File: src/hw/rtl/sdspi_pkg.sv
// sdspi_pkg: phase codes, status codes and command table of the sd spi host sequencer
// no dependencies
`timescale 1ns / 1ps
`default_nettype none
package sdspi_pkg;

  typedef enum logic [4:0] {
    P_IDLE        = 5'd0,
    P_POWER       = 5'd1,
    P_GO_IDLE     = 5'd2,
    P_IF_COND     = 5'd3,
    P_R7          = 5'd4,
    P_OCR_FIRST   = 5'd5,
    P_R3_FIRST    = 5'd6,
    P_APP_V2      = 5'd7,
    P_OPCOND_V2   = 5'd8,
    P_OCR_SECOND  = 5'd9,
    P_R3_SECOND   = 5'd10,
    P_APP_PROBE   = 5'd11,
    P_OPCOND_V1   = 5'd12,
    P_APP_V1      = 5'd13,
    P_MMC_OP      = 5'd14,
    P_CRC_OFF     = 5'd15,
    P_BLOCKLEN    = 5'd16,
    P_READ_CMD    = 5'd17,
    P_READ_TOKEN  = 5'd18,
    P_READ_DATA   = 5'd19,
    P_READ_CRC    = 5'd20,
    P_WRITE_CMD   = 5'd21,
    P_WRITE_GAP   = 5'd22,
    P_WRITE_START = 5'd23,
    P_WRITE_DATA  = 5'd24,
    P_WRITE_CRC   = 5'd25,
    P_WRITE_RESP  = 5'd26,
    P_WRITE_BUSY  = 5'd27
  } phase_t;

  localparam logic [1:0] OP_INIT  = 2'd0;
  localparam logic [1:0] OP_READ  = 2'd1;
  localparam logic [1:0] OP_WRITE = 2'd2;
  localparam logic [1:0] OP_XCHG  = 2'd3;

  localparam logic [3:0] ST_OK        = 4'd0;
  localparam logic [3:0] ST_TIMEOUT   = 4'd1;
  localparam logic [3:0] ST_VOLTAGE   = 4'd2;
  localparam logic [3:0] ST_PATTERN   = 4'd3;
  localparam logic [3:0] ST_ILLEGAL   = 4'd4;
  localparam logic [3:0] ST_RD_CMD    = 4'd5;
  localparam logic [3:0] ST_RD_TOKEN  = 4'd6;
  localparam logic [3:0] ST_WR_CMD    = 4'd7;
  localparam logic [3:0] ST_WR_REJECT = 4'd8;

  localparam logic [1:0] KIND_V1  = 2'd0;
  localparam logic [1:0] KIND_V2  = 2'd1;
  localparam logic [1:0] KIND_HC  = 2'd2;
  localparam logic [1:0] KIND_MMC = 2'd3;

  localparam logic [1:0] CFG_POLL  = 2'd0;
  localparam logic [1:0] CFG_IDLE  = 2'd1;
  localparam logic [1:0] CFG_READY = 2'd2;

  typedef struct packed {
    logic       is_cmd;
    logic [5:0] code;
  } cmd_info_t;

  function automatic cmd_info_t cmd_of(input phase_t p);
    cmd_info_t c;
    c.is_cmd = 1'b1;
    c.code   = 6'd0;
    unique case (p)
      P_GO_IDLE:    c.code = 6'd0;
      P_IF_COND:    c.code = 6'd8;
      P_OCR_FIRST,
      P_OCR_SECOND: c.code = 6'd58;
      P_APP_V2,
      P_APP_PROBE,
      P_APP_V1:     c.code = 6'd55;
      P_OPCOND_V2,
      P_OPCOND_V1:  c.code = 6'd41;
      P_MMC_OP:     c.code = 6'd1;
      P_CRC_OFF:    c.code = 6'd59;
      P_BLOCKLEN:   c.code = 6'd16;
      P_READ_CMD:   c.code = 6'd17;
      P_WRITE_CMD:  c.code = 6'd24;
      default:      c.is_cmd = 1'b0;
    endcase
    return c;
  endfunction

endpackage
`default_nettype wire

File: src/hw/rtl/sdspi_core.sv
// sdspi_core: next-state and result logic for one item of the sd spi sequencer
// depends on sdspi_pkg
`timescale 1ns / 1ps
`default_nettype none
module sdspi_core import sdspi_pkg::*; #(
  parameter int BLOCK_BYTES = 512
) (
  input  wire logic         clk,
  input  wire logic         rst_n,
  input  wire logic         step,
  input  wire logic [1:0]   opcode,
  input  wire logic [31:0]  block_number,
  input  wire logic [7:0]   rx_byte,
  input  wire logic [7:0]   write_byte,
  input  wire logic [11:0]  poll_limit,
  input  wire logic [9:0]   idle_limit,
  input  wire logic [10:0]  ready_limit,
  output logic      [7:0]   tx_byte,
  output logic              tx_valid,
  output logic              chip_select_high,
  output logic      [7:0]   read_data,
  output logic              read_valid,
  output logic              write_taken,
  output logic              done_res,
  output logic      [3:0]   status,
  output logic      [1:0]   card_kind
);

  localparam int BW = $clog2(BLOCK_BYTES + 1);
  localparam int CW = (BW > 4) ? BW : 4;
  localparam logic [CW-1:0] BLK_CNT = CW'(BLOCK_BYTES);
  localparam logic [31:0]   BLK_LEN = 32'(BLOCK_BYTES);

  phase_t      phase_r, phase_nxt;
  logic [CW-1:0] byte_count_r, byte_count_nxt;
  logic [11:0] poll_count_r, poll_count_nxt;
  logic [10:0] retry_count_r, retry_count_nxt;
  logic [7:0]  resp_r [4];
  logic [7:0]  resp_nxt [4];
  logic [1:0]  kind_r, kind_nxt;
  logic [31:0] addr_r, addr_nxt;
  logic [7:0]  last_resp_r, last_resp_nxt;

  logic        done_c, rv_c;
  logic [3:0]  st_c;
  logic [7:0]  rd_c;
  logic [11:0] plim;
  logic [9:0]  ilim;
  logic [10:0] rlim;
  logic [11:0] poll_inc;
  logic [10:0] retry_inc;
  logic [CW-1:0] bc_inc;
  cmd_info_t   ci, co;
  logic [31:0] ca;

  assign plim      = (poll_limit == '0) ? 12'd1 : poll_limit;
  assign ilim      = (idle_limit == '0) ? 10'd1 : idle_limit;
  assign rlim      = (ready_limit == '0) ? 11'd1 : ready_limit;
  assign poll_inc  = poll_count_r + 12'd1;
  assign retry_inc = retry_count_r + 11'd1;
  assign bc_inc    = byte_count_r + CW'(1);
  assign ci        = cmd_of(phase_r);

  always_comb begin
    phase_nxt       = phase_r;
    byte_count_nxt  = byte_count_r;
    poll_count_nxt  = poll_count_r;
    retry_count_nxt = retry_count_r;
    for (int i = 0; i < 4; i++) resp_nxt[i] = resp_r[i];
    kind_nxt      = kind_r;
    addr_nxt      = addr_r;
    last_resp_nxt = last_resp_r;
    done_c = 1'b0;
    rv_c   = 1'b0;
    st_c   = ST_OK;
    rd_c   = 8'd0;
    if (opcode == OP_INIT) begin
      phase_nxt = P_POWER; byte_count_nxt = '0; poll_count_nxt = '0;
    end else if (opcode == OP_READ || opcode == OP_WRITE) begin
      addr_nxt = (kind_r == KIND_HC) ? block_number : 32'(block_number * BLK_LEN);
      phase_nxt = (opcode == OP_READ) ? P_READ_CMD : P_WRITE_CMD;
      byte_count_nxt = '0; poll_count_nxt = '0;
    end else if (phase_r != P_IDLE) begin
      if (ci.is_cmd) begin
        if (byte_count_r < CW'(7)) begin
          byte_count_nxt = bc_inc; poll_count_nxt = '0;
        end else begin
          poll_count_nxt = poll_inc;
          if (rx_byte != 8'hFF || poll_inc >= plim) begin
            last_resp_nxt  = rx_byte;
            byte_count_nxt = '0;
            poll_count_nxt = '0;
            case (phase_r)
              P_GO_IDLE: begin
                retry_count_nxt = retry_inc;
                if (rx_byte == 8'h01) phase_nxt = P_IF_COND;
                else if (retry_inc >= {1'b0, ilim}) begin
                  phase_nxt = P_IDLE; done_c = 1'b1; st_c = ST_TIMEOUT;
                end
              end
              P_IF_COND: phase_nxt = rx_byte[2] ? P_APP_PROBE : P_R7;
              P_OCR_FIRST: phase_nxt = P_R3_FIRST;
              P_APP_V2: phase_nxt = P_OPCOND_V2;
              P_OPCOND_V2: begin
                retry_count_nxt = retry_inc;
                if (!rx_byte[0]) phase_nxt = P_OCR_SECOND;
                else if (retry_inc >= rlim) begin
                  phase_nxt = P_IDLE; done_c = 1'b1; st_c = ST_TIMEOUT;
                end else phase_nxt = P_APP_V2;
              end
              P_OCR_SECOND: phase_nxt = P_R3_SECOND;
              P_APP_PROBE: begin
                retry_count_nxt = '0;
                if (!rx_byte[2]) begin
                  kind_nxt = KIND_V1; phase_nxt = P_OPCOND_V1;
                end else begin
                  kind_nxt = KIND_MMC; phase_nxt = P_MMC_OP;
                end
              end
              P_OPCOND_V1: begin
                if (!rx_byte[0]) phase_nxt = P_CRC_OFF;
                else begin
                  retry_count_nxt = retry_inc;
                  if (retry_inc >= rlim) begin
                    phase_nxt = P_IDLE; done_c = 1'b1; st_c = ST_TIMEOUT;
                  end else phase_nxt = P_APP_V1;
                end
              end
              P_APP_V1: phase_nxt = P_OPCOND_V1;
              P_MMC_OP: begin
                retry_count_nxt = retry_inc;
                if (rx_byte == 8'h00) phase_nxt = P_CRC_OFF;
                else if (retry_inc >= rlim) begin
                  phase_nxt = P_IDLE; done_c = 1'b1; st_c = ST_TIMEOUT;
                end
              end
              P_CRC_OFF: begin
                if (rx_byte != 8'h00) begin
                  phase_nxt = P_IDLE; done_c = 1'b1; st_c = ST_ILLEGAL;
                end else phase_nxt = P_BLOCKLEN;
              end
              P_BLOCKLEN: begin
                phase_nxt = P_IDLE; done_c = 1'b1;
                st_c = (rx_byte != 8'h00) ? ST_ILLEGAL : ST_OK;
              end
              P_READ_CMD: begin
                if (rx_byte != 8'h00) begin
                  phase_nxt = P_IDLE; done_c = 1'b1; st_c = ST_RD_CMD;
                end else phase_nxt = P_READ_TOKEN;
              end
              P_WRITE_CMD: begin
                if (rx_byte != 8'h00) begin
                  phase_nxt = P_IDLE; done_c = 1'b1; st_c = ST_WR_CMD;
                end else phase_nxt = P_WRITE_GAP;
              end
              default: phase_nxt = P_IDLE;
            endcase
          end
        end
      end else begin
        case (phase_r)
          P_POWER: begin
            byte_count_nxt = bc_inc;
            if (bc_inc >= CW'(10)) begin
              retry_count_nxt = '0; phase_nxt = P_GO_IDLE;
              byte_count_nxt = '0; poll_count_nxt = '0;
            end
          end
          P_R7, P_R3_FIRST, P_R3_SECOND: begin
            resp_nxt[byte_count_r[1:0]] = rx_byte;
            byte_count_nxt = bc_inc;
            if (bc_inc >= CW'(4)) begin
              byte_count_nxt = '0; poll_count_nxt = '0;
              if (phase_r == P_R7) begin
                if (resp_nxt[2] != 8'h01) begin
                  phase_nxt = P_IDLE; done_c = 1'b1; st_c = ST_VOLTAGE;
                end else if (resp_nxt[3] != 8'h22) begin
                  phase_nxt = P_IDLE; done_c = 1'b1; st_c = ST_PATTERN;
                end else phase_nxt = P_OCR_FIRST;
              end else if (phase_r == P_R3_FIRST) begin
                retry_count_nxt = '0; phase_nxt = P_APP_V2;
              end else begin
                kind_nxt = resp_nxt[0][6] ? KIND_HC : KIND_V2;
                phase_nxt = P_CRC_OFF;
              end
            end
          end
          P_READ_TOKEN: begin
            last_resp_nxt = rx_byte;
            if (rx_byte == 8'hFE) begin
              phase_nxt = P_READ_DATA; byte_count_nxt = '0; poll_count_nxt = '0;
            end else if ((rx_byte & 8'hF1) == 8'h01) begin
              phase_nxt = P_IDLE; done_c = 1'b1; st_c = ST_RD_TOKEN;
              byte_count_nxt = '0; poll_count_nxt = '0;
            end
          end
          P_READ_DATA: begin
            rv_c = 1'b1; rd_c = rx_byte;
            byte_count_nxt = bc_inc;
            if (bc_inc >= BLK_CNT) begin
              phase_nxt = P_READ_CRC; byte_count_nxt = '0; poll_count_nxt = '0;
            end
          end
          P_READ_CRC: begin
            byte_count_nxt = bc_inc;
            if (bc_inc >= CW'(2)) begin
              phase_nxt = P_IDLE; done_c = 1'b1;
              byte_count_nxt = '0; poll_count_nxt = '0;
            end
          end
          P_WRITE_GAP: begin
            phase_nxt = P_WRITE_START; byte_count_nxt = '0; poll_count_nxt = '0;
          end
          P_WRITE_START: begin
            phase_nxt = P_WRITE_DATA; byte_count_nxt = '0; poll_count_nxt = '0;
          end
          P_WRITE_DATA: begin
            byte_count_nxt = bc_inc;
            if (bc_inc >= BLK_CNT) begin
              phase_nxt = P_WRITE_CRC; byte_count_nxt = '0; poll_count_nxt = '0;
            end
          end
          P_WRITE_CRC: begin
            byte_count_nxt = bc_inc;
            if (bc_inc >= CW'(2)) begin
              phase_nxt = P_WRITE_RESP; byte_count_nxt = '0; poll_count_nxt = '0;
            end
          end
          P_WRITE_RESP: begin
            last_resp_nxt = rx_byte;
            byte_count_nxt = '0; poll_count_nxt = '0;
            if ((rx_byte & 8'h1F) != 8'h05) begin
              phase_nxt = P_IDLE; done_c = 1'b1; st_c = ST_WR_REJECT;
            end else phase_nxt = P_WRITE_BUSY;
          end
          P_WRITE_BUSY: begin
            if (rx_byte != 8'h00) begin
              phase_nxt = P_IDLE; done_c = 1'b1;
              byte_count_nxt = '0; poll_count_nxt = '0;
            end
          end
          default: ;
        endcase
      end
    end
  end

  // command code and argument for the phase being entered
  assign co = cmd_of(phase_nxt);
  always_comb begin
    unique case (phase_nxt)
      P_IF_COND:               ca = 32'h00000122;
      P_OPCOND_V2:             ca = 32'h40000000;
      P_BLOCKLEN:              ca = BLK_LEN;
      P_READ_CMD, P_WRITE_CMD: ca = addr_nxt;
      default:                 ca = 32'd0;
    endcase
  end

  logic [7:0] tx_c;
  logic       wt_c;
  always_comb begin
    tx_c = 8'hFF;
    wt_c = 1'b0;
    if (co.is_cmd) begin
      case (byte_count_nxt)
        CW'(1): tx_c = {2'b01, co.code};
        CW'(2): tx_c = ca[31:24];
        CW'(3): tx_c = ca[23:16];
        CW'(4): tx_c = ca[15:8];
        CW'(5): tx_c = ca[7:0];
        CW'(6): tx_c = 8'h95;
        default: tx_c = 8'hFF;
      endcase
    end else if (phase_nxt == P_WRITE_START) begin
      tx_c = 8'hFE;
    end else if (phase_nxt == P_WRITE_DATA) begin
      tx_c = write_byte;
      wt_c = 1'b1;
    end
  end

  always_ff @(posedge clk) begin
    if (!rst_n) begin
      phase_r       <= P_IDLE;
      byte_count_r  <= '0;
      poll_count_r  <= '0;
      retry_count_r <= '0;
      kind_r        <= KIND_V1;
      addr_r        <= '0;
      last_resp_r   <= 8'hFF;
    end else if (step) begin
      phase_r       <= phase_nxt;
      byte_count_r  <= byte_count_nxt;
      poll_count_r  <= poll_count_nxt;
      retry_count_r <= retry_count_nxt;
      kind_r        <= kind_nxt;
      addr_r        <= addr_nxt;
      last_resp_r   <= last_resp_nxt;
    end
  end

  always_ff @(posedge clk) begin
    if (step) begin
      for (int i = 0; i < 4; i++) resp_r[i] <= resp_nxt[i];
      tx_byte          <= tx_c;
      tx_valid         <= (phase_nxt != P_IDLE);
      chip_select_high <= (phase_nxt == P_IDLE) || (phase_nxt == P_POWER);
      read_data        <= rd_c;
      read_valid       <= rv_c;
      write_taken      <= wt_c;
      done_res         <= done_c;
      status           <= st_c;
      card_kind        <= kind_nxt;
    end
  end

  // last response is kept internally; it reaches no output and only feeds unused_ok
  logic unused_ok;
  assign unused_ok = ^last_resp_r;

endmodule
`default_nettype wire

File: src/hw/rtl/sd_card_spi_mode_host_sequencer.sv
// sd spi host sequencer: one registered item in, one result item out per cycle unless stalled
// item path: input register, then result register, written only when the output is free
// throughput: one item per cycle while the output is not stalled; single-pass next-state logic
// reset: synchronous active-low rst_n; phase idle, counters zero, limits 2500/250/1024
// depends on sdspi_pkg and sdspi_core
`timescale 1ns / 1ps
`default_nettype none
module sd_card_spi_mode_host_sequencer import sdspi_pkg::*; #(
  parameter int BLOCK_BYTES = 512
) (
  input  wire logic        clk,
  input  wire logic        rst_n,
  input  wire logic        in_tvalid,
  output logic             in_tready,
  input  wire logic [55:0] in_tdata,   // opcode, block_number, rx_byte, write_byte
  output logic             out_tvalid,
  input  wire logic        out_tready,
  output logic [31:0]      out_tdata,  // tx_byte, tx_valid, chip_select_high, read_data,
                                       // read_valid, write_taken, done_res, status, card_kind
  input  wire logic        cfg_valid,
  output logic             cfg_ready,
  input  wire logic [1:0]  cfg_index,
  input  wire logic [11:0] cfg_data
);

  logic        in_v_r;
  logic [55:0] in_d_r;
  logic        out_v_r;
  logic        step;
  logic [11:0] poll_lim_r;
  logic [9:0]  idle_lim_r;
  logic [10:0] ready_lim_r;

  logic [7:0] tx_byte, read_data;
  logic       tx_valid, cs_high, read_valid, write_taken, done_res;
  logic [3:0] status;
  logic [1:0] card_kind;

  assign step      = in_v_r && (!out_v_r || out_tready);
  assign in_tready = !in_v_r || step;
  assign cfg_ready = 1'b1;

  always_ff @(posedge clk) begin
    if (!rst_n) begin
      in_v_r  <= 1'b0;
      out_v_r <= 1'b0;
    end else begin
      if (in_tready) in_v_r <= in_tvalid;
      if (step) out_v_r <= 1'b1;
      else if (out_tready) out_v_r <= 1'b0;
    end
  end

  always_ff @(posedge clk) begin
    if (in_tready && in_tvalid) in_d_r <= in_tdata;
  end

  always_ff @(posedge clk) begin
    if (!rst_n) begin
      poll_lim_r  <= 12'd2500;
      idle_lim_r  <= 10'd250;
      ready_lim_r <= 11'd1024;
    end else if (cfg_valid) begin
      case (cfg_index)
        CFG_POLL:  poll_lim_r  <= cfg_data;
        CFG_IDLE:  idle_lim_r  <= cfg_data[9:0];
        CFG_READY: ready_lim_r <= cfg_data[10:0];
        default: ;
      endcase
    end
  end

  sdspi_core #(.BLOCK_BYTES(BLOCK_BYTES)) u_core (
    .clk, .rst_n, .step,
    .opcode(in_d_r[1:0]), .block_number(in_d_r[33:2]),
    .rx_byte(in_d_r[41:34]), .write_byte(in_d_r[49:42]),
    .poll_limit(poll_lim_r), .idle_limit(idle_lim_r), .ready_limit(ready_lim_r),
    .tx_byte, .tx_valid, .chip_select_high(cs_high), .read_data, .read_valid,
    .write_taken, .done_res, .status, .card_kind
  );

  assign out_tvalid = out_v_r;
  assign out_tdata  = {5'd0, card_kind, status, done_res, write_taken, read_valid,
                       read_data, cs_high, tx_valid, tx_byte};

endmodule
`default_nettype wire

File: config.mk
export PLATFORM = sky130hd
export DESIGN_NAME = sd_card_spi_mode_host_sequencer
export DESIGN_NICKNAME = d
export VERILOG_FILES = /design/src/hw/rtl/sdspi_pkg.sv /design/src/hw/rtl/sdspi_core.sv /design/src/hw/rtl/sd_card_spi_mode_host_sequencer.sv
export SDC_FILE = /design/constraint.sdc
export NUM_CORES = 1
export LEC_CHECK = 0
export ABC_AREA = 1
export BUFFER_PORTS_ARGS = -buffer_cell sky130_fd_sc_hd__clkbuf_2
export CORE_MARGIN = 2
export CORE_UTILIZATION = 54
export DETAILED_ROUTE_END_ITERATION = 8
export PLACE_DENSITY = 0.82
export SYNTH_ARGS = -nofsm -noshare
export SYNTH_HDL_FRONTEND = slang
export SYNTH_SLANG_ARGS = --single-unit
File: constraint.sdc
create_clock -name clk -period 4.2 [get_ports clk]
set_input_delay 0.63 -clock clk [delete_from_list [all_inputs] [get_ports clk]]
set_output_delay 0.63 -clock clk [all_outputs]
set_load 0.02 [all_outputs]
== Word level (Yosys, flattened, before mapping) ==
Memory sizes are Yosys's and may differ from the RTL's.
Index checks and enable logic that the tools add are counted.

* Bits in registers: 184
* Bits in writable memories: 32
* Input bits: 75
* Output and inout bits: 35
* Logic and storage cells: 317
* Memories kept: 1

{| class="wikitable"
|+ Memories
! name !! depth !! bits a word !! rd ports !! clocked after Yosys merged registers in !! write ports !! line !! text
|-
| u_core.resp_r || 4 || 8 || 4 || 0 || 4 || sdspi_core.sv:38 || <nowiki>logic [7:0] resp_r [4];</nowiki>
|}

* $add $sub $neg: 3
* Magnitude comparators: 10
* Equality and inequality tests: 76
* Multiplexer cells: 154
* Bitwise logic cells: 5
* Reduce and logical (&&, ||, !) cells: 47

{| class="wikitable"
|+ Operators by type and width
! cell !! number
|-
| $mux 32 || 8
|-
| $mux 12 || 14
|-
| $mux 10 || 14
|-
| $pmux 32 s4 || 1
|-
| $mux 5 || 25
|-
| $mux 11 || 9
|-
| $eq 5x5->1 const B || 17
|-
| $pmux 12 s7 || 1
|-
| $eq 5x4->1 const B || 15
|-
| $pmux 10 s7 || 1
|-
| $pmux 5 s13 || 1
|-
| $mux 4 || 15
|-
| $pmux 5 s11 || 1
|-
| $pmux 6 s9 || 1
|-
| $pmux 8 s6 || 1
|-
| $pmux 11 s3 || 1
|-
| $bwmux 32 || 1
|-
| $mux 8 || 4
|-
| $eq 10x3->1 const B || 3
|-
| $eq 5x3->1 const B || 6
|-
| $mux 2 || 15
|-
| $mux 1 || 28
|-
| $reduce_or 14->1 || 2
|-
| $ne 5x1->1 const B || 5
|-
| 60 further kinds || 106
|}

== Depth between registers and ports, before layout ==
* Depth after elaboration: 21
* Gate-level depth with buffers: 33
* Depth with buffers taken out: 33

== Modules after synthesis ==
From an unflattened synthesis, not the netlist that was laid out.

* Cells, all modules: 1761
* Area, all modules: 12557.0 µm²

{| class="wikitable"
|+ By module, submodules not included
! module !! times used !! cells each !! area each (µm²) !! sequential area each (µm²)
|-
| sdspi_core || 1 || 1492 || 9477.8 || 2762.6
|-
| sd_card_spi_mode_host_sequencer || 1 || 269 || 3079.2 || 2202.1
|}

== Worst setup path before layout ==
Ideal clock, no wire load.

* Kind: register to register
* Start: register u_core.poll_count_r[0]
* End: register u_core.tx_byte[0], data pin
* Library setup time: 0.257 ns
* Data arrival time: 3.617 ns
* Required time: 3.943 ns
* Setup slack: 0.327 ns
* Stages on the path, launching flop included: 30
* Path buffers: 1
* Period minus slack after synthesis: 3.873 ns
* Path through: dfxtp_1 inv_1 nor2_1 nand3_1 nor2_1 nand3_1 nor3_1 xor2_1 ha_1 nand2_1 inv_1 a21oi_1 nand2_1 nor2_1 nand3_1 buf_1 o21ai_0 nand2_1 nand2_1 nand4_2 inv_2 nand3_1 nor2_1 nor2_1 nand3_1 nand2_1 a21oi_1 nand3_1 nand2_1 nand2_1

* Longest elaborated chain between the ends: 14
* Elaborated cells on any way between the ends: 49
* Classes of those cells: add/sub: 1; order compare: 1; eq/ne: 22; mux: 19; reduce/logical: 6

{| class="wikitable"
|+ Ends and longest elaborated chain
! what !! line !! text
|-
| from (decl) || sdspi_core.sv:36 || <nowiki>logic [11:0] poll_count_r, poll_count_nxt;</nowiki>
|-
| from (signal assigned) || sdspi_core.sv:295 || <nowiki>poll_count_r <= poll_count_nxt;</nowiki>
|-
| $add 12x1->12 (*) || sdspi_core.sv:59 || <nowiki>assign poll_inc = poll_count_r + 12'd1;</nowiki>
|-
| $ge 12x12->1 (*) || sdspi_core.sv:89 || <nowiki>if (rx_byte != 8'hFF || poll_inc >= plim) begin</nowiki>
|-
| $logic_or 1x1->1 (*) || sdspi_core.sv:89 ||
|-
| $mux 5 || sdspi_core.sv:89 ||
|-
| $mux 5 || sdspi_core.sv:85 || <nowiki>if (byte_count_r < CW'(7)) begin</nowiki>
|-
| $mux 5 || sdspi_core.sv:84 || <nowiki>if (ci.is_cmd) begin</nowiki>
|-
| $mux 5 || sdspi_core.sv:83 || <nowiki>end else if (phase_r != P_IDLE) begin</nowiki>
|-
| $mux 5 || sdspi_core.sv:79 || <nowiki>end else if (opcode == OP_READ || opcode == OP_WRITE) begin</nowiki>
|-
| $mux 5 || sdspi_core.sv:77 || <nowiki>if (opcode == OP_INIT) begin</nowiki>
|-
| $eq 5x3->1 (tied with other cells) || sdspi_pkg.sv:71 || <nowiki>unique case (p)</nowiki>
|-
| $reduce_or 3->1 (tied with other cells) || n/a ||
|-
| $pmux 6 s9 or $pmux 32 s4 (tied branches) || sdspi_pkg.sv:71, sdspi_core.sv:251 ||
|-
| $pmux 8 s6 || sdspi_core.sv:266 || <nowiki>case (byte_count_nxt)</nowiki>
|-
| $mux 8 (*) || sdspi_core.sv:265 || <nowiki>if (co.is_cmd) begin</nowiki>
|-
| net u_core.tx_c[0] || sdspi_core.sv:260 || <nowiki>logic [7:0] tx_c;</nowiki>
|-
| to (signal assigned) || sdspi_core.sv:306 || <nowiki>tx_byte <= tx_c;</nowiki>
|-
| to (decl) || sdspi_core.sv:18 || <nowiki>output logic [7:0] tx_byte,</nowiki>
|}

The timed path passes the listed nets; every way through them passes the cells marked *.
A chain may end at the register's enable or synchronous reset.

== Worst setup path after layout ==
* Start: register u_core.poll_count_r[1]
* End: register u_core.tx_byte[0], data pin

The elaborated chain is that of the path after synthesis.

==> results <==
- The run finished with clean final reports.
- The nature of the critical path endpoint is a flip-flop.
- Summing the sequential cell areas from Yosys gives 40.3% of the chip area.
- The number of global-route vias before repair is 11,500.
- The synthesized design contains 94 enable-type register cells.
- The post-route DRC violation count is 0.
- The cell at the root of the clock tree is sky130_fd_sc_hd__clkbuf_16.
- The routed length per placed instance is roughly 16 µm.
- Synthesis instantiated 57 different standard cells from the library.
- The wire length of the first global-routing pass is 55,600 µm.
- Of all cell types, the one taking the most synthesized area is sky130_fd_sc_hd__edfxtp_1.
- The count of boundary I/O pins is 110.
- In this run the cell area of the synthesized design comes to 12,300 µm².
- The length of the first detailed-routing pass in iterations is 5.
- The library cell with the highest instance count after synthesis is sky130_fd_sc_hd__nand2_1.
- The finished layout holds between 2,000 and 2,500 standard cells, fillers aside.
- The worst setup path is of the reg2reg kind.
- The worst clock skew is 15.6 ps.
- The post-synthesis instance total is 1,701.
- The most instantiated flip-flop cell in the synthesis netlist is sky130_fd_sc_hd__dfxtp_1.
- At the pin with the least slew margin, the transition time is around 1200 ps.
- At the worst endpoint, the required time is 4490 ps.
- The final cell area excluding filler cells is between 10,000 and 15,000 µm².
- Of the cells placed in the final design, the portion with a size suffix greater than 1 is roughly a fifth.
- The synthesis warning total is 0.
- By area the synthesized netlist is led by sky130_fd_sc_hd__edfxtp_1 (23%), sky130_fd_sc_hd__dfxtp_1 (17%), sky130_fd_sc_hd__nand2_1 (12%).
- Max-cap violations in this run came to 0.
- In this run the tool buffered the top-level ports with 97 buffer cells.
- A synthesized cell averages 7.24 µm².
- Summed over all layers, the routed wires come to roughly 35,000 µm.
- The slack of the critical path is 73.2 ps.
- The number of max-slew violations in the final report is 0.
- From synthesis to final layout, the design area changed by 20.0%.
- The worst-case hold slack is 259 ps.
- The clock net sink count is 201.
- The global-route congestion overflow total is 0.
- The clock reaches the later pin of the worst-skew pair after 540 ps.
- The standard-cell row count is 55.
- The die is 155 µm tall.
- For this block, the initial DRC count from the detailed router was 947.
- After synthesis, the largest area contributor takes up 22.9% of total cell area.
- In this run, CTS created clock tree buffers numbering 24.
- The shortest period the worst path allows is 4130 ps.
- The remaining antenna violation count is 0.
- TritonCTS built the clock tree.
- In this run, post-CTS hold repair placed 0 buffers.
- The pre-CTS worst setup slack is -144 ps.
- The sum of net half-perimeters after detailed placement is 24,900 µm.
- The worst hold path class is in2reg.
- The repair_antennas step left the layout with diodes totalling 0.
- The detailed router placed about 12,000 vias in this run.
- For this run, the post-layout net count is 1,960.
- The detail-routed via count per cell is ~5.7.
- The async set or reset register ratio after synthesis is 0%.
- The element type at the critical path start is a flip-flop.
- The final cycle utilization of the critical path is 98.3%.
- The maximum achievable frequency is 242 MHz.
- Clock-pin slew was measured on the worst setup and hold paths at around 60 ps.
- Setup slack on the worst reg-to-reg path comes out at 70 ps.
- The placer congestion estimate is 0.954.
- For this design the ratio of total power to cell area is 387 nW/µm².
- Setup repair after global routing could not meet its margin everywhere.
- The power consumption is 5.72 mW.
- Once layout is complete, the utilization of the core stands at 65.7%.
- The worst-case IR drop observed on VDD is between 0.0003 and 0.0004 V.
- The total placed instance area is 13,300 µm².
- The number of hold-slack violations in the final timing report was 0.
- The starting density of the core is 54.7%.
- In this run the tightest slew margin relative to its limit is 22.5%.
- The maximum fanout along the worst path is 5.
- In this run the deepest clock path goes through 3 buffers.
- The H-tree depth is 1.
- After routing, the total negative slack on setup checks comes to 0 ps.
- The region available for standard cell placement spans 22,500 µm².
- The horizontal die dimension is 155 µm.
- Global routing used 28.3% of the available tracks.
- The overall die area is about 24,000 µm².
- The maximum number of pins on one net before global-route repair is 81.
- The number of synthesized register bits is 201.
- The cell count after placement is 2,083.
- The leakage power of the design is 6.74 nW.
- In the synthesized netlist, the cells that appear most often are sky130_fd_sc_hd__nand2_1 (381), sky130_fd_sc_hd__inv_1 (204), sky130_fd_sc_hd__nor2_1 (188).
- The arrival time of the worst setup path is 4420 ps.
- Setup violations remaining at the end of the flow were counted as 0.
- The number of antenna violations at the first check in global routing was 0.
[worst max-delay path, stage by stage (launching register included)]
cell and delay [ps]:
sky130_fd_sc_hd__dfxtp_4 380, sky130_fd_sc_hd__nand2_4 60, sky130_fd_sc_hd__nor2_4 110, sky130_fd_sc_hd__nand3_2 110, sky130_fd_sc_hd__nor2_4 140, sky130_fd_sc_hd__nand3_2 100, sky130_fd_sc_hd__nor3_2 240, sky130_fd_sc_hd__xor2_1 220
sky130_fd_sc_hd__ha_1 290, sky130_fd_sc_hd__nand2_1 100, sky130_fd_sc_hd__inv_1 110, sky130_fd_sc_hd__nor4_4 320, sky130_fd_sc_hd__nand2_2 130, sky130_fd_sc_hd__buf_6 140, sky130_fd_sc_hd__nand4_1 170, sky130_fd_sc_hd__nand4_1 230
sky130_fd_sc_hd__nand2_2 140, sky130_fd_sc_hd__inv_2 70, sky130_fd_sc_hd__nand3_1 100, sky130_fd_sc_hd__nand2_1 90, sky130_fd_sc_hd__nor2_2 130, sky130_fd_sc_hd__nand3_2 100, sky130_fd_sc_hd__nor2_4 180, sky130_fd_sc_hd__inv_2 90
sky130_fd_sc_hd__nand2_1 90, sky130_fd_sc_hd__nand2_1 50
[cells by family after synthesis]
family / Yosys count / synth area share [%]
flops: 201 / 40.3
compound gates: 308 / 13.8
buf+inv: 302 / 10.1
fa+ha+maj: 41 / 4.16
xor+xnor: 17 / 1.21
simple gates: 830 / 30.4
other cells: 2 / 0.0610
[where the power goes]
group	total, mW	internal (mW)	switching, mW
logic	1.21	0.405	0.804
clock network	2.30	1.43	0.871
registers	2.21	2.15	0.0578
total	5.72	3.98	1.73
[layout make-up]
type	count	area, µm²
inverters	233	890
fillers	1872	7720
multi-input cells	1202	6530
clock inverters	19	284
clock buffers	25	604
well taps	285	357
repair buffers	182	1130
flip-flops and latches	201	4980
[what timing repair did]
action	in CTS	in global routing
setup endpoints to repair	8	14
endpoints found under the hold margin	0	0
pin swaps	0	50
resized for setup	7	110
buffers inserted	0	20
[cells in the final DEF, fill, tap and decap left out, types with 18 or more instances in the layout]
| master | instances |
|---|---|
| sky130_fd_sc_hd__o211ai_1 | 18 |
| sky130_fd_sc_hd__nor2_1 | 166 |
| sky130_fd_sc_hd__edfxtp_1 | 94 |
| sky130_fd_sc_hd__o21ai_0 | 112 |
| sky130_fd_sc_hd__nand3_1 | 98 |
| sky130_fd_sc_hd__nor2_2 | 25 |
| sky130_fd_sc_hd__dfxtp_1 | 99 |
| sky130_fd_sc_hd__inv_1 | 201 |
| sky130_fd_sc_hd__clkbuf_16 | 24 |
| sky130_fd_sc_hd__buf_4 | 83 |
| sky130_fd_sc_hd__nand2_1 | 361 |
| sky130_fd_sc_hd__nand2_2 | 31 |
| sky130_fd_sc_hd__inv_2 | 25 |
| sky130_fd_sc_hd__ha_1 | 39 |
| sky130_fd_sc_hd__nor2_4 | 21 |
| sky130_fd_sc_hd__nand4_1 | 52 |
| sky130_fd_sc_hd__clkbuf_2 | 97 |
| sky130_fd_sc_hd__a21oi_1 | 107 |
| sky130_fd_sc_hd__nand3_2 | 22 |
[final timing paths]
check                                            from                     endpoint  depth (start not counted)
setup / recovery  u_core.poll_count_r[1]$_SDFFE_PN0P_  u_core.tx_byte[0]$_DFFE_PP_                         25
hold / removal                           in_tdata[42]         in_d_r[42]$_DFFE_PP_                          1
setup reg to reg  u_core.poll_count_r[1]$_SDFFE_PN0P_  u_core.tx_byte[0]$_DFFE_PP_                         25
hold reg to reg            poll_lim_r[9]$_SDFFE_PN0P_   poll_lim_r[9]$_SDFFE_PN0P_                          2
[state kept, by name (all words and copies together) (netlist names), 2 cells and up]
register	flops
u_core.byte_count_r	10
u_core.phase_r	5
u_core.retry_count_r	11
u_core.tx_byte	8
u_core.addr_r	32
idle_lim_r	10
u_core.poll_count_r	12
u_core.kind_r	2
ready_lim_r	11
u_core.status	4
in_d_r	50
u_core.card_kind	2
u_core.read_data	8
u_core.resp_r	17
poll_lim_r	12
[layer usage]
layer / up-vias / track usage (%) / share of wire [%]
li1: 5923 / - / -
met1: 5640 / 36.5 / 42
met2: 477 / 48.6 / 48
met3: 102 / 3.87 / 6.1
met4: 0 / 10.8 / 3.9
met5: - / 0 / 0
Power figures use the tool's default switching activity.
